**src/rtl/core/rog_pkg.sv**
```systemverilog
`default_nettype none

package rog_pkg;

    // default sizing
    localparam int GRID_SIDE_DEF   = 512;
    localparam int HEIGHT_BITS_DEF = 16;

    // fixed field widths on the stream ports
    localparam int COORD_W  = 9;
    localparam int RANGE_W  = 16;
    localparam int INV_W    = 16;
    localparam int HT_IN_W  = 16;
    localparam int HT_OUT_W = 16;

    // slope split for the occlusion multiply, and the fixed-point shift
    localparam int SLOPE_LO_W = 17;
    localparam int OCC_SHIFT  = 22;

    localparam logic [15:0] MAX_HEIGHT_RST = 16'd4000;

    // opcodes
    localparam logic [1:0] OP_MARK  = 2'd0;
    localparam logic [1:0] OP_RAY   = 2'd1;
    localparam logic [1:0] OP_READ  = 2'd2;
    localparam logic [1:0] OP_CLEAR = 2'd3;

    // cell states
    localparam logic [1:0] ST_UNKNOWN  = 2'd0;
    localparam logic [1:0] ST_FREE     = 2'd1;
    localparam logic [1:0] ST_OCCUPIED = 2'd2;
    localparam logic [1:0] ST_OCCLUDED = 2'd3;

    // config register byte offsets
    localparam logic [2:0] REG_MAX_HEIGHT = 3'd0;

endpackage

`default_nettype wire

```
**src/rtl/core/rog_occl.sv**
```systemverilog
`default_nettype none

// Occluded height of one slope at the current point range.
// Two register stages: partial products, then sum / round / clamp.
module rog_occl
    import rog_pkg::*;
#(
    parameter int HEIGHT_BITS = HEIGHT_BITS_DEF,
    parameter int SLOPE_W     = 35
)
(
    input  wire logic                          clk,
    input  wire logic signed [SLOPE_W-1:0]     slope,
    input  wire logic [RANGE_W-1:0]            point_range,
    input  wire logic signed [HT_IN_W-1:0]     sensor_mm,
    input  wire logic [HEIGHT_BITS-1:0]        clamp_hi,
    output logic [HEIGHT_BITS-1:0]             height
);

    localparam int HI_W = SLOPE_W - SLOPE_LO_W;
    localparam int LO_P = SLOPE_LO_W + RANGE_W;
    localparam int HI_P = HI_W + RANGE_W + 1;
    localparam int PW   = SLOPE_W + RANGE_W + 2;
    localparam int HW   = PW - OCC_SHIFT + 1;
    localparam logic signed [PW-1:0] RND = PW'(64'sd1 <<< (OCC_SHIFT - 1));

    logic [LO_P-1:0]         pp_lo_reg;
    logic signed [HI_P-1:0]  pp_hi_reg;
    logic signed [PW-1:0]    part_hi;
    logic signed [PW-1:0]    part_lo;
    logic signed [PW-1:0]    full;
    logic signed [HW-1:0]    h;
    logic [HEIGHT_BITS-1:0]  height_next;
    logic [HEIGHT_BITS-1:0]  height_reg;

    always_ff @(posedge clk)
    begin
        pp_lo_reg  <= LO_P'(slope[SLOPE_LO_W-1:0]) * LO_P'(point_range);
        pp_hi_reg  <= HI_P'($signed(slope[SLOPE_W-1:SLOPE_LO_W]))
                      * HI_P'($signed({1'b0, point_range}));
        height_reg <= height_next;
    end

    always_comb
    begin
        part_hi = PW'(pp_hi_reg) <<< SLOPE_LO_W;
        part_lo = PW'($signed({1'b0, pp_lo_reg}));
        full    = part_hi + part_lo + RND;
        // arithmetic shift is the floor division
        h       = HW'($signed(full[PW-1:OCC_SHIFT])) + HW'(sensor_mm);
        if (h[HW-1])
            height_next = '0;
        else if ($unsigned(h) > HW'(clamp_hi))
            height_next = clamp_hi;
        else
            height_next = HEIGHT_BITS'($unsigned(h));
    end

    assign height = height_reg;

endmodule

`default_nettype wire
```
**config.mk**
```make
export PLATFORM = sky130hd
export DESIGN_NAME = rog_occl
export DESIGN_NICKNAME = d
export VERILOG_FILES = /design/src/rtl/core/rog_pkg.sv /design/src/rtl/core/rog_occl.sv
export SDC_FILE = /design/constraint.sdc
export NUM_CORES = 2
export LEC_CHECK = 0
export ABC_AREA = 1
export CORE_MARGIN = 2
export CORE_UTILIZATION = 68
export DETAILED_ROUTE_END_ITERATION = 10
export DONT_BUFFER_PORTS = 1
export HOLD_SLACK_MARGIN = 0.02
export MAX_ROUTING_LAYER = met4
export PLACE_DENSITY = 0.84
export SETUP_SLACK_MARGIN = 0.15
export SYNTH_ARGS = -nofsm -noshare
export SYNTH_HDL_FRONTEND = slang
export SYNTH_SLANG_ARGS = --single-unit
```
**constraint.sdc**
```tcl
create_clock -name clk -period 7.3 [get_ports clk]
set_input_delay 0.73 -clock clk [delete_from_list [all_inputs] [get_ports clk]]
set_output_delay 0.73 -clock clk [all_outputs]
set_load 0.01 [all_outputs]
```
==> flow_summary.json <==
{
  "slowest_stage": "nor4_1",
  "holdBufCountCts": 0,
  "synth_area_leaders": "fa_1, inv_1, nand2_1",
  "end_kind": "flop",
  "drv_cap": 0,
  "hold_class": "input port to flop",
  "rsz0062_at_grt": "no",
  "skew_ps": 13.9,
  "synth-main-ff-cell": "dfxtp_1",
  "crit_required_ps": 7600,
  "crit_path_frequent_cell": "nand2_1",
  "status": "finished, final reports clean",
  "num_vias": 21700,
  "drc_errors": 0,
  "clk_pin_slew_ps": 70,
  "rr_worst_depth": 30,
  "fmaxAchievable_mhz": 167,
  "tightest_slew_ps": 637,
  "area_delta_synth_final_pct": 1.68,
  "cp_slowest_stage_delay_ps": 370,
  "synth_top_area_cell": "fa_1",
  "seq_area_mm2": 0.00134,
  "core_area_mm2": 0.0378,
  "cp-start-kind": "flop",
  "fp.dieArea_mm2": 0.0400,
  "synth-async-reset-ratio": 0,
  "hold_viol": 0,
  "antenna_found_initial": 0,
  "crit_type": "flop to flop",
  "ant_nets": 0,
  "synth.ff_latch_count": 67,
  "post-cts-setup-buffer-count": 0,
  "holdPathStages": 2,
  "syn-cell-area_mm2": 0.0261,
  "cts_buffers": 9,
  "yosysWarnings": 0,
  "detail_route.vias_per_cell": 5.52,
  "drt_wl_total_mm": 70.3,
  "io_pins": 100,
  "fin_crit_ps": 6000,
  "nets": 4272,
  "slew_viol_final": 0,
  "cts.sinks": 67,
  "place.port_buffers": 0,
  "wl_per_cell_um": 17.9,
  "arrival_ps": 6300,
  "drtPass1Iterations": 6,
  "grt_pass1_wl_mm": 116,
  "diodes": 0,
  "clock_path_buffers": 2,
  "synthCells": 3543,
  "synth-edff-count": 0,
  "yosysSeqAreaShare": 0.0514,
  "insertion_delay_ps": 350,
  "die_x_um": 200,
  "cts_tree": "done",
  "worstPathMaxFanout": 16,
  "tns_ps": 0,
  "drt_iter0_drc": 1643,
  "reg2reg_setup_slack_ps": 1300,
  "layout-drive-gt1-share": 0.0199,
  "start_util": 0.692,
  "setup_ws_ps": 1300,
  "largest_reg_flops": 35,
  "gp_congestion": 0.943,
  "relSlewSlack": 0.574,
  "grtUsageTotal": 0.387,
  "fillCellCount": 3143,
  "grt_pass1_vias": 23300,
  "gr-total-overflow": 0,
  "root_buffer": "clkbuf_16",
  "grt_max_degree": 36,
  "die-height_um": 200,
  "yosysUniqueCellTypes": 46,
  "dp_slack_ps": 1140,
  "multi_input_area_mm2": 0.0205,
  "htree_levels": 3,
  "synth_top_area_share": 0.384,
  "ctsResizeCount": 0,
  "finalSetupViolations": 0,
  "avgSynthCellArea_um2": 7.37,
  "rows": 71,
  "min_period_over_period": 0.822,
  "dpl.hpwl_mm": 58.1,
  "syn_nets": 4397
}
cell usage after synthesis (all sizes together) (2+ instances only):
cell type  count
a21oi        129
and3           3
o21a           5
nor2         142
o221ai         2
o2111ai        3
fa           501
buf            4
dfxtp         67
inv         1009
nor4           4
a221oi         2
o211ai         3
ha           269
a211oi         3
a21boi         3
o21ai         59
nor3          19
xor2          62
nand2        971
nand4         19
a21o           4
clkbuf       132
nand3         87
a31o           2
a31oi          4
xnor2         27
o21bai         3
critical path: cells and delay by family, from the launching register on:
kind / cells / cell delay (ps)
simple gates: 19 / 3140
fa+ha+maj: 4 / 1240
compound gates: 4 / 910
flops: 1 / 310
xor+xnor: 1 / 210
buf+inv: 2 / 110
routing by layer:
layer	up-vias	GRT usage	part of all wire
met5	-	-	0
met4	0	0.159	0.047
met3	205	0.0625	0.097
met2	1082	0.631	0.47
met1	10400	0.483	0.39
li1	9974	-	-
layout by cell type (no fill, tap or decap), drive strengths merged:
cell	count
o211a	1
nand3b	1
a21oi	129
a22oi	1
nand4	19
nand2	971
ha	269
o211ai	3
o21bai	3
bufinv	2
fa	501
a21boi	3
clkbuf	9
and2	1
clkinvlp	1
a221oi	2
a211oi	3
nor2	142
o2111ai	3
a21o	4
a31oi	4
inv	1013
and3	3
dfxtp	67
a31o	2
o21ai	59
nor4	4
o21a	5
o221ai	2
or2	1
nand3	87
xor2	62
nor3	19
xnor2	27
metrics by stage:
stage	hold slack, ps	util	instances	instance area, µm²
detailed placement	839	0.695	3918	26200
global route	486	0.703	3934	26600
CTS	484	0.703	3934	26600
floorplan	885	-	3543	26100
global placement	834	0.695	3918	26200
finish	492	0.703	3934	26600
path summary, 6_finish.rpt:
check / start / endpoint
hold / removal: slope[17] / pp_hi_reg[0]$_DFF_P_
hold reg to reg: pp_hi_reg[5]$_DFF_P_ / height[0]$_SDFF_PP0_
setup reg to reg: pp_lo_reg[20]$_DFF_P_ / height[5]$_SDFF_PP0_
setup / recovery: pp_lo_reg[20]$_DFF_P_ / height[5]$_SDFF_PP0_
logic make-up (layout without fill, tap and decap cells):
logic type,count (synthesis),after routing,share of synthesized area
flops,67,67,0.0514
fa+ha+maj,770,770,0.513
compound gates,224,224,0.0471
xor+xnor,89,89,0.0299
buf+inv,1145,1025,0.165
simple gates,1248,1248,0.193
area by class of cell:
cell class	count	share of cell area
flip-flops and latches	67	0.0505
multi-input cells	2331	0.770
well taps	511	0.0241
inverters	1009	0.143
clock buffers	9	0.00848
clock inverters	7	0.00396
Power is left out: the tool's default activity adds up to more than one toggle a clock period on the data nets, which glitch-free logic cannot reach.
